===== config.mk =====
export PLATFORM = sky130hd
export DESIGN_NAME = click_timing_autoclick_detector
export DESIGN_NICKNAME = d
export VERILOG_FILES = /design/src/rtl/ctad_pkg.sv /design/src/rtl/ctad_front.sv /design/src/rtl/ctad_queue.sv /design/src/rtl/ctad_back.sv /design/src/rtl/click_timing_autoclick_detector.sv
export SDC_FILE = /design/constraint.sdc
export NUM_CORES = 1
export LEC_CHECK = 0
export BUFFER_PORTS_ARGS = -buffer_cell sky130_fd_sc_hd__clkbuf_2
export CORE_UTILIZATION = 53
export CTS_CLUSTER_DIAMETER = 50
export DETAILED_ROUTE_END_ITERATION = 12
export MAX_ROUTING_LAYER = met4
export PLACE_DENSITY = 0.72
export SYNTH_ARGS = -nofsm -noshare
export SYNTH_HDL_FRONTEND = slang
export SYNTH_SLANG_ARGS = --single-unit

===== constraint.sdc =====
create_clock -name clk -period 8.67 [get_ports clk]
set_clock_uncertainty 0.05 [all_clocks]
set_input_delay 1.3005 -clock clk [delete_from_list [all_inputs] [get_ports clk]]
set_output_delay 1.3005 -clock clk [all_outputs]
set_load 0.05 [all_outputs]

===== src/rtl/ctad_pkg.sv =====
// shared types and constants for the click timing autoclick detector
// no dependencies; imported by every rtl module of the block
package ctad_pkg;

  localparam int NUM_BUTTONS = 4;
  localparam int BTN_BITS    = 2;
  localparam int TIME_BITS   = 32;
  localparam int THR_BITS    = 8;
  localparam int QUEUE_DEPTH = 4;
  localparam int QPTR_BITS   = 2;
  localparam int QCNT_BITS   = 3;

  localparam logic [THR_BITS-1:0] STREAK_MAX      = 8'd255;
  localparam logic [THR_BITS-1:0] THRESHOLD_RESET = 8'd10;

  // event kinds after classification
  typedef logic [1:0] kind_t;
  localparam kind_t KIND_PRESS    = 2'd0;
  localparam kind_t KIND_RELEASE  = 2'd1;
  localparam kind_t KIND_INJECTED = 2'd2;

  // input action codes
  localparam logic ACTION_PRESS   = 1'b0;
  localparam logic ACTION_RELEASE = 1'b1;

  // classified event carried through the queue
  typedef struct packed {
    kind_t                kind;
    logic [BTN_BITS-1:0]  button;
    logic [TIME_BITS-1:0] timestamp;
  } cmd_t;

  // queue fill status seen by both sides
  typedef struct packed {
    logic full;
    logic empty;
  } q_status_t;

endpackage


===== src/rtl/ctad_front.sv =====
// front end: accepts input beats and classifies them into queue commands
// depends on ctad_pkg
module ctad_front (
  input  logic                         in_valid,
  output logic                         in_ready,
  input  logic                         action,
  input  logic [1:0]                   button,
  input  logic [31:0]                  timestamp_ms,
  input  logic                         injected,
  input  ctad_pkg::q_status_t          q_status,
  output logic                         push,
  output ctad_pkg::cmd_t               cmd
);
  import ctad_pkg::*;

  // take a beat whenever the queue has room
  assign in_ready = !q_status.full;
  assign push     = in_valid && !q_status.full;

  // injected events bypass all timing work
  always_comb begin
    if (injected) begin
      cmd.kind = KIND_INJECTED;
    end else if (action == ACTION_RELEASE) begin
      cmd.kind = KIND_RELEASE;
    end else begin
      cmd.kind = KIND_PRESS;
    end
    cmd.button    = button;
    cmd.timestamp = timestamp_ms;
  end

endmodule


===== src/rtl/ctad_queue.sv =====
// short command queue between the front end and the timing back end
// depends on ctad_pkg
module ctad_queue (
  input  logic                clk,
  input  logic                rst,
  input  logic                push,
  input  ctad_pkg::cmd_t      wr_cmd,
  input  logic                pop,
  output ctad_pkg::cmd_t      rd_cmd,
  output ctad_pkg::q_status_t status
);
  import ctad_pkg::*;

  cmd_t                 entries [QUEUE_DEPTH];
  logic [QPTR_BITS-1:0] wr_ptr;
  logic [QPTR_BITS-1:0] rd_ptr;
  logic [QCNT_BITS-1:0] count;

  // pointers and fill count
  always_ff @(posedge clk) begin
    if (rst) begin
      wr_ptr <= '0;
      rd_ptr <= '0;
      count  <= '0;
    end else begin
      if (push) begin
        wr_ptr <= wr_ptr + 1'b1;
      end
      if (pop) begin
        rd_ptr <= rd_ptr + 1'b1;
      end
      if (push && !pop) begin
        count <= count + 1'b1;
      end else if (pop && !push) begin
        count <= count - 1'b1;
      end
    end
  end

  // entry storage
  always_ff @(posedge clk) begin
    if (push) begin
      entries[wr_ptr] <= wr_cmd;
    end
  end

  assign rd_cmd       = entries[rd_ptr];
  assign status.full  = (count == QCNT_BITS'(QUEUE_DEPTH));
  assign status.empty = (count == '0);

endmodule


===== src/rtl/ctad_back.sv =====
// back end: per-button timing state, interval and streak logic, result register
// depends on ctad_pkg
module ctad_back (
  input  logic                          clk,
  input  logic                          rst,
  input  ctad_pkg::cmd_t                cmd,
  input  ctad_pkg::q_status_t           q_status,
  output logic                          pop,
  input  logic [ctad_pkg::THR_BITS-1:0] threshold,
  output logic                          out_valid,
  input  logic                          out_ready,
  output logic [1:0]                    event_button,
  output logic [31:0]                   interval_ms,
  output logic                          interval_valid,
  output logic                          zero_delay,
  output logic                          steady_autoclick,
  output logic                          injected_seen
);
  import ctad_pkg::*;

  logic [TIME_BITS-1:0] press_time    [NUM_BUTTONS];
  logic [TIME_BITS-1:0] release_time  [NUM_BUTTONS];
  logic                 release_seen  [NUM_BUTTONS];
  logic [TIME_BITS-1:0] held_interval [NUM_BUTTONS];
  logic [THR_BITS-1:0]  streak_count  [NUM_BUTTONS];

  logic [BTN_BITS-1:0]  btn;
  logic [TIME_BITS-1:0] hold;
  logic [TIME_BITS-1:0] gap;
  logic                 rearm;
  logic [THR_BITS-1:0]  streak_eff;
  logic [THR_BITS-1:0]  streak_next;
  logic                 steady;

  logic [TIME_BITS-1:0] ival_next;
  logic                 valid_next;
  logic                 zero_next;
  logic                 steady_next;
  logic                 inj_next;

  // take a command when the result register is free or draining
  assign pop = !q_status.empty && (!out_valid || out_ready);

  // interval and streak evaluation for the selected button
  always_comb begin
    btn        = cmd.button;
    hold       = cmd.timestamp - press_time[btn];
    gap        = cmd.timestamp - release_time[btn];
    rearm      = (streak_count[btn] == '0) || (hold != held_interval[btn]);
    streak_eff = rearm ? '0 : streak_count[btn];
    steady     = (streak_eff >= threshold);
    streak_next = (streak_eff < STREAK_MAX) ? streak_eff + 1'b1 : streak_eff;
  end

  // result fields
  always_comb begin
    ival_next   = '0;
    valid_next  = 1'b0;
    zero_next   = 1'b0;
    steady_next = 1'b0;
    inj_next    = 1'b0;
    case (cmd.kind)
      KIND_INJECTED: begin
        inj_next = 1'b1;
      end
      KIND_RELEASE: begin
        ival_next   = hold;
        valid_next  = 1'b1;
        zero_next   = (hold == '0);
        steady_next = (hold != '0) && steady;
      end
      KIND_PRESS: begin
        if (release_seen[btn]) begin
          ival_next  = gap;
          valid_next = 1'b1;
          zero_next  = (gap == '0);
        end
      end
      default: begin
        inj_next = 1'b0;
      end
    endcase
  end

  // per-button state update
  always_ff @(posedge clk) begin
    if (rst) begin
      for (int i = 0; i < NUM_BUTTONS; i++) begin
        press_time[i]    <= '0;
        release_time[i]  <= '0;
        release_seen[i]  <= 1'b0;
        held_interval[i] <= '0;
        streak_count[i]  <= '0;
      end
    end else if (pop) begin
      case (cmd.kind)
        KIND_PRESS: begin
          press_time[btn] <= cmd.timestamp;
        end
        KIND_RELEASE: begin
          release_time[btn] <= cmd.timestamp;
          release_seen[btn] <= 1'b1;
          if (hold != '0) begin
            if (rearm) begin
              held_interval[btn] <= hold;
            end
            streak_count[btn] <= streak_next;
          end
        end
        default: begin
          release_seen[btn] <= release_seen[btn];
        end
      endcase
    end
  end

  // output valid
  always_ff @(posedge clk) begin
    if (rst) begin
      out_valid <= 1'b0;
    end else if (pop) begin
      out_valid <= 1'b1;
    end else if (out_ready) begin
      out_valid <= 1'b0;
    end
  end

  // output payload
  always_ff @(posedge clk) begin
    if (pop) begin
      event_button     <= btn;
      interval_ms      <= ival_next;
      interval_valid   <= valid_next;
      zero_delay       <= zero_next;
      steady_autoclick <= steady_next;
      injected_seen    <= inj_next;
    end
  end

endmodule


===== src/rtl/click_timing_autoclick_detector.sv =====
// Mouse click timing and autoclick detector. Each button event beat gives exactly
// one result beat: the hold time on a release, the release-to-press gap on a press
// (once a release was seen), zero-interval and steady-autoclick flags, or just the
// injected flag for synthesized events. Sustains one event per cycle unless the
// output stalls. Input is decoupled from the registered output by a four-entry
// command queue, so input keeps flowing while the output is stalled until that
// queue fills. streak_threshold resets to 10; the user must write it through
// cfg_wr_en/cfg_wr_data only while no events are in flight, unchecked by the block.
// top level; depends on ctad_pkg, ctad_front, ctad_queue, ctad_back
module click_timing_autoclick_detector (
  input  logic        clk,
  input  logic        rst,
  input  logic        cfg_wr_en,
  input  logic [7:0]  cfg_wr_data,
  input  logic        in_valid,
  output logic        in_ready,
  input  logic        action,
  input  logic [1:0]  button,
  input  logic [31:0] timestamp_ms,
  input  logic        injected,
  output logic        out_valid,
  input  logic        out_ready,
  output logic [1:0]  event_button,
  output logic [31:0] interval_ms,
  output logic        interval_valid,
  output logic        zero_delay,
  output logic        steady_autoclick,
  output logic        injected_seen
);
  import ctad_pkg::*;

  logic [THR_BITS-1:0] streak_threshold;
  q_status_t           q_status;
  cmd_t                push_cmd;
  cmd_t                head_cmd;
  logic                push;
  logic                pop;

  // threshold register
  always_ff @(posedge clk) begin
    if (rst) begin
      streak_threshold <= THRESHOLD_RESET;
    end else if (cfg_wr_en) begin
      streak_threshold <= cfg_wr_data;
    end
  end

  ctad_front u_front (
    .in_valid     (in_valid),
    .in_ready     (in_ready),
    .action       (action),
    .button       (button),
    .timestamp_ms (timestamp_ms),
    .injected     (injected),
    .q_status     (q_status),
    .push         (push),
    .cmd          (push_cmd)
  );

  ctad_queue u_queue (
    .clk    (clk),
    .rst    (rst),
    .push   (push),
    .wr_cmd (push_cmd),
    .pop    (pop),
    .rd_cmd (head_cmd),
    .status (q_status)
  );

  ctad_back u_back (
    .clk              (clk),
    .rst              (rst),
    .cmd              (head_cmd),
    .q_status         (q_status),
    .pop              (pop),
    .threshold        (streak_threshold),
    .out_valid        (out_valid),
    .out_ready        (out_ready),
    .event_button     (event_button),
    .interval_ms      (interval_ms),
    .interval_valid   (interval_valid),
    .zero_delay       (zero_delay),
    .steady_autoclick (steady_autoclick),
    .injected_seen    (injected_seen)
  );

endmodule


After elaboration in Yosys (flattened, before gate mapping) --
Memories as Yosys holds them, arrays and structs flattened. A register that Yosys moved wholly into a read port is not among the register bits. Cells that the tools add are included.
Cells by class: reductions and logical operators 26, multiplexer cells 60, $lt $le $gt $ge 2, bitwise gates (word level) 1, $add $sub $neg 7, eq/ne operators 4
Operators by type and width (number):
- $mux 32 | 4
- $reduce_or 32->1 | 3
- $logic_not 32->1 | 2
- $pmux 32 s2 | 1
- $sub 32x32->32 | 2
- $mux 1 | 40
- $ne 32x32->1 | 1
- $reduce_bool 32->1 | 1
- $mux 8 | 3
- $mux 2 | 8
- $add 8x1->8 const B | 1
- $ge 8x8->1 | 1
- $logic_not 8->1 | 1
- $lt 8x8->1 const B | 1
- $reduce_or 8->1 | 1
- $mux 3 | 2
- $logic_and 1x1->1 | 5
- $logic_not 1->1 | 5
- $add 2x1->2 const B | 2
- $pmux 1 s2 | 2
- $reduce_bool 2->1 | 2
- $add 3x1->3 const B | 1
- $eq 3x3->1 const B | 1
- $logic_not 3->1 | 1
- other kinds (8) | 9
Word-level totals: bits of input ports 49, output and inout bits 40, logic and storage cells 117, bits in writable memories 564, register bits after elaboration 54, memories 6
Memories:
- u_queue.entries | words 4, width 36, rd ports 1, clocked after Yosys merged registers in 1, wr ports 1, RTL line ctad_queue.sv:14 | cmd_t entries [QUEUE_DEPTH];
- u_back.held_interval | words 4, width 32, rd ports 1, clocked after Yosys merged registers in 0, wr ports 4, RTL line ctad_back.sv:24 | logic [TIME_BITS-1:0] held_interval [NUM_BUTTONS];
- u_back.press_time | words 4, width 32, rd ports 1, clocked after Yosys merged registers in 0, wr ports 4, RTL line ctad_back.sv:21 | logic [TIME_BITS-1:0] press_time [NUM_BUTTONS];
- u_back.release_time | words 4, width 32, rd ports 1, clocked after Yosys merged registers in 0, wr ports 4, RTL line ctad_back.sv:22 | logic [TIME_BITS-1:0] release_time [NUM_BUTTONS];
- u_back.streak_count | words 4, width 8, rd ports 1, clocked after Yosys merged registers in 0, wr ports 4, RTL line ctad_back.sv:25 | logic [THR_BITS-1:0] streak_count [NUM_BUTTONS];
- u_back.release_seen | words 4, width 1, rd ports 1, clocked after Yosys merged registers in 0, wr ports 4, RTL line ctad_back.sv:23 | logic release_seen [NUM_BUTTONS];

Logic depth before layout (Yosys ltp) --
Gate-level depths: netlist of run 1. An unclocked memory read counts as a cell.
depth in word-level cells 12, gate-level depth with buffers 37, gate-level depth less buffers 29

Hierarchy --
From an unflattened synthesis of run 1, not the netlist that was laid out.
Second synthesis, totals: cell total of the unflattened synthesis 2417, area total of the unflattened synthesis 31376.3 um2
By module, submodules not included:
- ctad_back | seq. area each 13773.2 um2, times used 1, cells an instance 2121, area each 25119.1 um2
- ctad_queue | seq. area each 4504.3 um2, times used 1, cells an instance 232, area each 5677.9 um2
- click_timing_autoclick_detector | seq. area each 160.2 um2, times used 1, cells an instance 26, area each 292.8 um2
- ctad_front | seq. area each 0.0 um2, times used 1, cells an instance 38, area each 286.5 um2

Least setup slack after synthesis of run 1 --
Ideal clock, no wire load.
path kind reg-to-reg, start register with a tool-made name, end memory u_back.held_interval[0][0], enable pin, stages on the path, launching flop included 27, period minus slack after synthesis 8.335 ns, setup time 0.466 ns, required time 8.154 ns, data arrival time 7.819 ns, path buffers 10, setup slack 0.335 ns, path through dfxtp_1 buf_6 mux4_2 buf_6 buf_8 buf_6 clkbuf_1 buf_2 buf_1 mux4_2 ha_1 inv_1 fa_1 a211oi_2 o21ai_1 a211oi_2 o211a_1 or3_1 clkbuf_1 xnor2_1 nor3_1 nand4_1 or3_1 buf_4 nand2_4 buf_6 o21ai_0
RTL lines (RTL line):
- end: declaration | ctad_back.sv:24

==> metrics.txt, run 1 <==
Final HPWL DP 53.2 mm; top-count cell post-synth edfxtp_1; reg2reg setup slack 1.05 ns; vias in the first global route 20317; io pins 89; number of flops mapped to enable cells by yosys 602; Clock Tree Buf Depth 3; CTS tree done; Commonest cells post-synth 602 x edfxtp_1, 415 x nor2_1, 146 x nand2_1; RSZ-0062 raised after global routing false; Worst EP arrival 7.92 ns; initial drt markers 2056; initial antenna violation count 2; synthesized area 30500 sq um; via count 20476; worst setup path class register to register; die area 58500 sq um; Top cell by count, worst path a21oi_1; detailed-route wire length 79.7 mm; CTS H-tree lvls 3; slew of the pin with the lowest slew margin 1.02 ns; outcome finished clean; cell family with most CP delay compound AO/OA/AOI/OAI gates; clock sink total 620; GRT Total Usage 0.282; CP peak stage delay 0.59 ns; Clock Latency Late Sink 0.63 ns; Final Hold Vio Count 0; Critical Path Start Type register; HP Class register to register; die height 242 um; Slowest-stage cell, CP a2111oi_0; DRC errors left 0; die width 242 um; num rows 87; CTS buffer count 69; synth unique cells 85; # setup viols final 0; root buffer cell clkbuf_16; Crit path required time 8.98 ns; Vias/cell 6.15; Avg WL per Cell 23.9 um; most common flop cell mapped by yosys edfxtp_1; area added between synthesis and finish 11.6%; post-cts resize count 0; Setup Fix Bufs, Post-CTS 0; number of port buffers 88; Yosys top cell area share 0.592; YS warnings 0; period utilisation layout 0.878; DRT Pass-1 Iters 6; worst-path fanout max 44; Cells after Synth 2429; layout cells sized above 1 0.168; Max-cap violations 0; post-cts hold buffer count 0; CTS clock-pin slew for the worst setup and hold paths 0.06 ns; Worst Setup End Kind register; Yosys top cell by area edfxtp_1; starting density of the core 0.539; Antenna Nets Post-Route 0; global route overflow 0; syn nets 2558; first-pass GRT wire length 121 mm; Area contributors post-synth edfxtp_1 59%, mux4_2 6.6%, nor2_1 5.1%; Placer Congestion 0.991; Seq/Total Area, Yosys 0.604; setup TNS 0 ns; largest net degree at the start of global routing 59; final max-slew violation count 0; Seq cells post-synth 620; max frequency 131 MHz; Slew Limit Headroom 0.311; Post-synth ARST share 0; synthesized area per cell 12.6 sq um; final period demand of the worst path 7.62 ns; WP buf/inv 3; Core ar. 56600 sq um; NumNets Final 2647
==> registers in the layout, summed over array words and instances, names as in the netlist, 4 cells and up, named ones only <==
register	cells
streak_threshold	8
u_back.held_interval	128
u_back.interval_ms	32
u_back.press_time	128
u_back.release_seen	4
u_back.release_time	128
u_back.streak_count	32
u_queue.entries	144
==> cell type report <==
type	count	area [sq um]
fill	4430	22600
sequential	620	18400
multi-input combinational	1544	11000
clock buffer	87	1820
timing repair buffer	156	951
tap	756	946
inverter	127	479
clock inverter	40	404
antenna	2	5.00
==> metrics by stage <==
step	instances	utilization	cell area, sq um	hold slack, ns	setup WS (ns)
2_1_floorplan	2429	-	30500	0.410	0.335
3_3_place_gp	3203	0.562	31800	0.404	1.16
3_5_place_dp	3203	0.562	31800	0.419	1.14
4_1_cts	3330	0.602	34000	0.427	1.10
5_1_grt	3332	0.602	34100	0.466	0.455
6_report	3332	0.602	34100	0.424	1.05
==> placed cells by master (no fill, tap or decap), types with 35 or more instances in the layout <==
| master | count |
|---|---|
| clkbuf_16 | 70 |
| xor2_1 | 35 |
| o21ai_1 | 42 |
| buf_4 | 68 |
| edfxtp_1 | 602 |
| xnor2_1 | 44 |
| mux4_2 | 89 |
| mux2i_1 | 78 |
| mux2_2 | 36 |
| nor3_1 | 83 |
| a21oi_1 | 73 |
| nand2_1 | 145 |
| o21ai_0 | 59 |
| clkbuf_2 | 88 |
| nor2_1 | 415 |
| ha_1 | 77 |
| inv_1 | 125 |
| nand3_1 | 36 |
==> metal layers <==
| layer | track usage | share of wire | routed length, um |
|---|---|---|---|
| met5 | - | 0 | 0 |
| met4 | 0.0884 | 0.024 | 1900 |
| met3 | 0.0433 | 0.079 | 6270 |
| met2 | 0.435 | 0.47 | 37600 |
| met1 | 0.386 | 0.43 | 33900 |
==> worst register-to-register path, delay by kind of cell (launching register included) <==
| kind | cells | cell delay, ns |
|---|---|---|
| DFF | 1 | 0.38 |
| AOI/OAI and AO/OA | 12 | 3.54 |
| adders and majority gates | 2 | 0.79 |
| muxes | 1 | 0.45 |
| buffers and inverters | 3 | 0.82 |
| and+or+nand+nor | 9 | 1.32 |
==> cells by family after synthesis <==
group / Yosys count / share of synthesized area
muxes: 204 / 0.105
adders and majority gates: 80 / 0.0335
xor gates and xnor gates: 80 / 0.0232
DFF: 620 / 0.604
buffers and inverters: 265 / 0.0368
AOI/OAI and AO/OA: 360 / 0.0773
and+or+nand+nor: 820 / 0.120
==> worst paths after layout <==
kind | endpoint | from | depth (start not counted)
min reg2reg | u_back.out_valid$_SDFFE_PP0P_ | u_back.out_valid$_SDFFE_PP0P_ | 2
max reg2reg | u_back.steady_autoclick$_SDFFCE_PN0P_ | register | 27
min | u_back.out_valid$_SDFFE_PP0P_ | u_back.out_valid$_SDFFE_PP0P_ | 2
max | u_back.steady_autoclick$_SDFFCE_PN0P_ | register | 27
Power of run 1 is not shown: default switching activity piles up to over one toggle a cycle in this logic, so the estimate is an artifact.
==> run 2: changes to the inputs <==
--- a/config.mk
+++ b/config.mk
@@ -6,11 +6,13 @@
 export NUM_CORES = 1
 export LEC_CHECK = 0
 export BUFFER_PORTS_ARGS = -buffer_cell sky130_fd_sc_hd__clkbuf_2
+export CORE_MARGIN = 4
 export CORE_UTILIZATION = 53
 export CTS_CLUSTER_DIAMETER = 50
 export DETAILED_ROUTE_END_ITERATION = 12
 export MAX_ROUTING_LAYER = met4
 export PLACE_DENSITY = 0.72
+export RECOVER_POWER = 50
 export SYNTH_ARGS = -nofsm -noshare
 export SYNTH_HDL_FRONTEND = slang
 export SYNTH_SLANG_ARGS = --single-unit
==> run 2 against run 1 <==
Against the previous run: the flow now finishes with violations (capacitance limit, slew limit); via count down 0.76%; cell area about the same; die area grew 5.0%; maximum frequency shrank 0.93%; first-iteration DRC count fell by 0.24%; critical path depth increased by 1; global-route usage is 1.3 points lower; flip-flop and latch count unchanged; largest cell class unchanged.
==> metrics.txt, run 2 (same netlist as run 1, synthesis figures left out) <==
failing checks capacitance limit, slew limit; Place WS 1.08 ns (-0.0553 ns); initial drt markers 2051 (-0.24%); Worst EP arrival 7.95 ns (+0.03 ns); RSZ-0062 raised after global routing false; Max Used Layer met4; Critical Path Start Type register; Reg area 18400 sq um (about the same); # setup viols final 0 (unchanged); Worst Setup End Kind register; Slew Limit Headroom -0.767 (-1.08); detailed-route wire length 79.1 mm (-0.68%); M1 wire length 32.7 mm (-3.5%); die height 248 um (+2.5%); number of port buffers 88 (unchanged); die area 61500 sq um (+5.0%); largest net degree at the start of global routing 65 (+10%); HP Class register to register; CTS buffer count 72 (+4.3%); setup TNS 0 ns (unchanged); root buffer cell clkbuf_16; metal3 WL 6.74 mm (+7.6%); Setup Fix Bufs, Post-CTS 0 (unchanged); area added between synthesis and finish 11.7% (about the same); first-pass GRT wire length 121 mm (-0.22%); worst setup path class register to register; Slowest-stage cell, CP mux4_4; Final Hold Vio Count 0 (unchanged); io pins 89 (unchanged); layout cells sized above 1 0.133 (-0.0349); Avg WL per Cell 23.8 um (-0.65%); post-cts resize count 0 (unchanged); slew of the pin with the lowest slew margin 2.65 ns (+1.63 ns); worst setup margin 0.983 ns (-0.0716 ns); Crit path required time 8.93 ns (-0.05 ns); max frequency 130 MHz (-0.93%); Antenna Nets Post-Route 0 (unchanged); GRT Total Usage 0.268 (-0.0135); Finished Layout Cells 3331 (-0.030%); max reg flops 144 (unchanged); most frequent cells in the layout 602 x edfxtp_1, 417 x nor2_1, 146 x nand2_1, 125 x inv_1, 97 x clkbuf_1; Max-cap violations 14 (+14); final max-slew violation count 498 (+498); CTS H-tree lvls 3 (unchanged); Largest Register u_queue.entries; die width 248 um (+2.5%); metal2 WL 37.6 mm (about the same); NumNets Final 2650 (+0.11%); Top cell by count, worst path a21oi_1; most common cell after layout, fill and taps aside edfxtp_1; CTS clock-pin slew for the worst setup and hold paths 0.06 ns (about the same); reg2reg setup slack 0.98 ns (-0.07 ns); global route overflow 0 (unchanged); Core ar. 56700 sq um (+0.19%); num rows 87 (unchanged); Final HPWL DP 52.8 mm (-0.73%); fill cell count 4437 (+0.16%); clock sink total 620 (unchanged); Reg2Reg Depth 28 (+3.7%); via count 20320 (-0.76%); starting density of the core 0.538 (-0.00103); RR Endpoint u_back.steady_autoclick$_SDFFCE_PN0P_; Vias/cell 6.10 (-0.73%); hold path depth 2 (unchanged); dpl cells 3203 (unchanged); initial antenna violation count 3 (+1); footprint of the multi-input gates 11000 sq um (-0.35%); Util after Layout 0.601 (-0.000626); HP Start u_back.out_valid$_SDFFE_PP0P_; Placer Congestion 0.950 (-4.2%); vias in the first global route 20175 (-0.70%); CTS tree done; final period demand of the worst path 7.69 ns (+0.0716 ns); Hold EP u_back.out_valid$_SDFFE_PP0P_; Clock Tree Buf Depth 3 (unchanged); outcome finished, violations left; DRC errors left 0 (unchanged); worst-path fanout max 34 (-23%); period utilisation layout 0.887 (+0.00825); CP peak stage delay 1.04 ns (+0.45 ns); Clock Latency Late Sink 0.62 ns (about the same); post-cts hold buffer count 0 (unchanged); DRT Pass-1 Iters 6 (unchanged)
==> run 2: cell types whose count changed in the layout (fill, tap and decap cells not counted), moves of 3 or more <==
cell        previous run  this run
and3_1                 9        13
and3_2                 4         0
buf_4                 68        57
bufinv_16              4         7
clkbuf_1              17        97
clkbuf_16             70        75
clkbuf_2              88        11
clkinv_2              11         7
clkinv_4               0         5
clkinvlp_4             5         2
==> run 2: worst max path at each step <==
stage	slack [ns]	cells after the start	endpoint
2_1_floorplan	0.34	26	u_back.held_interval[0][0]$_SDFFCE_PN0P_
3_3_place_gp	1.18	29	u_back.steady_autoclick$_SDFFCE_PN0P_
3_5_place_dp	1.08	28	u_back.steady_autoclick$_SDFFCE_PN0P_
4_1_cts	1.00	28	u_back.steady_autoclick$_SDFFCE_PN0P_
5_1_grt	0.36	28	u_back.steady_autoclick$_SDFFCE_PN0P_
6_report	0.98	28	u_back.steady_autoclick$_SDFFCE_PN0P_
==> run 2: metrics by stage <==
step	hold WS (ns)	area (sq um)
3_5_place_dp	0.414	31800
6_report	0.423	34100
5_1_grt	0.440	34100
2_1_floorplan	0.410	30500
4_1_cts	0.422	34200
3_3_place_gp	0.404	31800
==> run 2: layout make-up <==
cell class / count / share of cell area
Antenna cell: 2 / 0.000147
Clock buffer: 86 / 0.0566
Clock inverter: 40 / 0.0142
Inverter: 127 / 0.0141
Multi-Input combinational cell: 1544 / 0.322
Sequential cell: 620 / 0.541
Tap cell: 756 / 0.0278
Timing Repair Buffer: 156 / 0.0243
==> run 2: metal layers <==
| metal | global-route usage | vias up |
|---|---|---|
| met5 | - | - |
| met4 | 0.0785 | 0 |
| met2 | 0.416 | 931 |
| met3 | 0.0480 | 131 |
| li1 | - | 9196 |
| met1 | 0.368 | 10062 |
==> run 2: critical path, delay by kind of cell (launching register included) <==
family | cells | cell delay, ns
mux | 2 | 1.50
simple gates | 11 | 1.63
xor+xnor | 1 | 0.26
flops | 1 | 0.42
buf+inv | 3 | 0.66
fa+ha+maj | 2 | 0.63
compound gates | 9 | 2.17
Power of run 2 is left out for the same reason.
==> run 3: changes to the inputs <==
--- a/config.mk
+++ b/config.mk
@@ -7,11 +7,11 @@
 export LEC_CHECK = 0
 export BUFFER_PORTS_ARGS = -buffer_cell sky130_fd_sc_hd__clkbuf_2
 export CORE_MARGIN = 4
-export CORE_UTILIZATION = 53
+export CORE_UTILIZATION = 57
 export CTS_CLUSTER_DIAMETER = 50
 export DETAILED_ROUTE_END_ITERATION = 12
 export MAX_ROUTING_LAYER = met4
-export PLACE_DENSITY = 0.72
+export PLACE_DENSITY = 0.77
 export RECOVER_POWER = 50
 export SYNTH_ARGS = -nofsm -noshare
 export SYNTH_HDL_FRONTEND = slang
==> run 3 against run 2 <==
Against the previous run: the flow still finishes with violations (capacitance limit, slew limit); first-iteration DRC count grew 6.4%; routed wire length shrank 1.7%; global-route usage grew 1.6 points; critical path depth is the same; final cell count shrank 2.3%; sequential share of layout area grew 0.58 points; non-clock buffer count is the same; highest routed layer unchanged.
==> metrics.txt, run 3 (same netlist as run 1, synthesis figures left out) <==
CTS clock-pin slew for the worst setup and hold paths 0.06 ns (about the same); Setup Fix Bufs, Post-CTS 0 (unchanged); Critical Path Start Type register; failing checks capacitance limit, slew limit; Core ar. 52800 sq um (-7.0%); Worst Setup End Kind register; worst-path fanout max 26 (-24%); layout cells sized above 1 0.130 (-0.00320); root buffer cell clkbuf_16; max frequency 129 MHz (-0.59%); footprint of the multi-input gates 11000 sq um (about the same); Largest Register u_queue.entries; Slowest-stage cell, CP mux4_2; Slew Limit Headroom -0.862 (-0.0949); Vias/cell 6.25 (+2.5%); die area 57300 sq um (-6.8%); Final HPWL DP 52.4 mm (-0.75%); GRT Total Usage 0.284 (+0.0158); max reg flops 144 (unchanged); post-cts resize count 0 (unchanged); Avg WL per Cell 23.9 um (+0.57%); starting density of the core 0.578 (+0.0403); setup TNS 0 ns (unchanged); Max-cap violations 15 (+1); clock sink total 620 (unchanged); vias in the first global route 20609 (+2.2%); slew of the pin with the lowest slew margin 2.79 ns (+0.142 ns); most frequent cells in the layout 602 x edfxtp_1, 416 x nor2_1, 144 x nand2_1, 126 x inv_1, 105 x clkbuf_1; CTS H-tree lvls 3 (unchanged); RSZ-0062 raised after global routing false; Clock Latency Late Sink 0.61 ns (about the same); # setup viols final 0 (unchanged); num rows 84 (-3.4%); area added between synthesis and finish 10.5%; first-pass GRT wire length 121 mm (-0.13%); final max-slew violation count 536 (+7.6%); most common cell after layout, fill and taps aside edfxtp_1; CP peak stage delay 1.02 ns (-0.02 ns); Antenna Nets Post-Route 0 (unchanged); initial drt markers 2182 (+6.4%); CTS buffer count 68 (-5.6%); DRC errors left 0 (unchanged); outcome finished, violations left; Final Hold Vio Count 0 (unchanged); post-cts hold buffer count 0 (unchanged); final period demand of the worst path 7.73 ns (+0.0459 ns); global route overflow 0 (unchanged); Antenna diodes 0 (-2); Worst EP arrival 8.02 ns (+0.07 ns); Reg area 18400 sq um (about the same); fill cell count 3920 (-12%); CTS tree done; die height 239 um (-3.5%); Placer Congestion 0.980 (+3.2%); initial antenna violation count 0 (-3); worst setup path class register to register; HP Class register to register; via count 20343 (+0.11%); io pins 89 (unchanged); largest net degree at the start of global routing 64 (-1.5%); period utilisation layout 0.892 (+0.00529); number of port buffers 88 (unchanged); Crit path required time 8.96 ns (+0.03 ns); die width 239 um (-3.5%); Clock Tree Buf Depth 3 (unchanged); detailed-route wire length 77.8 mm (-1.7%); DRT Pass-1 Iters 6 (unchanged); NumNets Final 2646 (-0.15%)
run 3: routing by layer:
| metal | vias up | track usage | share of wire |
|---|---|---|---|
| li1 | 9178 | - | - |
| met1 | 10080 | 0.385 | 0.40 |
| met2 | 978 | 0.450 | 0.49 |
| met3 | 107 | 0.0466 | 0.084 |
| met4 | 0 | 0.0836 | 0.024 |
| met5 | - | - | 0 |
run 3: stage by stage:
stage	worst slack (ns)	util	cells	cell area, sq um	hold slack, ns
floorplan	0.335	-	2429	30500	0.410
global placement	1.34	0.602	3135	31700	0.406
detailed placement	1.26	0.602	3135	31700	0.413
CTS	1.16	0.642	3255	33900	0.422
global route	0.306	0.639	3255	33700	0.462
finish	0.937	0.639	3255	33700	0.419
run 3: path summary, 6_finish.rpt:
| path | startpoint | end | slack (ns) | depth (start not counted) |
|---|---|---|---|---|
| setup / recovery | register | u_back.steady_autoclick$_SDFFCE_PN0P_ | 0.94 | 28 |
| hold / removal | u_back.out_valid$_SDFFE_PP0P_ | u_back.out_valid$_SDFFE_PP0P_ | 0.42 | 2 |
| setup reg to reg | register | u_back.steady_autoclick$_SDFFCE_PN0P_ | 0.94 | 28 |
| hold reg to reg | u_back.out_valid$_SDFFE_PP0P_ | u_back.out_valid$_SDFFE_PP0P_ | 0.42 | 2 |
run 3: cell type report:
cell class | instances | area share
sequential | 620 | 0.547
multi-input combinational | 1544 | 0.326
clock buffer | 92 | 0.0562
tap | 688 | 0.0255
timing repair buffer | 156 | 0.0241
inverter | 127 | 0.0142
clock inverter | 28 | 0.00757
run 3: critical path, delay by kind of cell (launching register included):
family	cells	cell delay, ns
XOR/XNOR	1	0.23
AND/OR/NAND/NOR	13	2.65
flip-flops	1	0.37
adder cells (fa/ha/maj)	2	0.55
multiplexers	2	1.54
AO/OA/AOI/OAI	7	1.35
buffers and inverters	3	0.68
Power of run 3 is left out for the same reason.
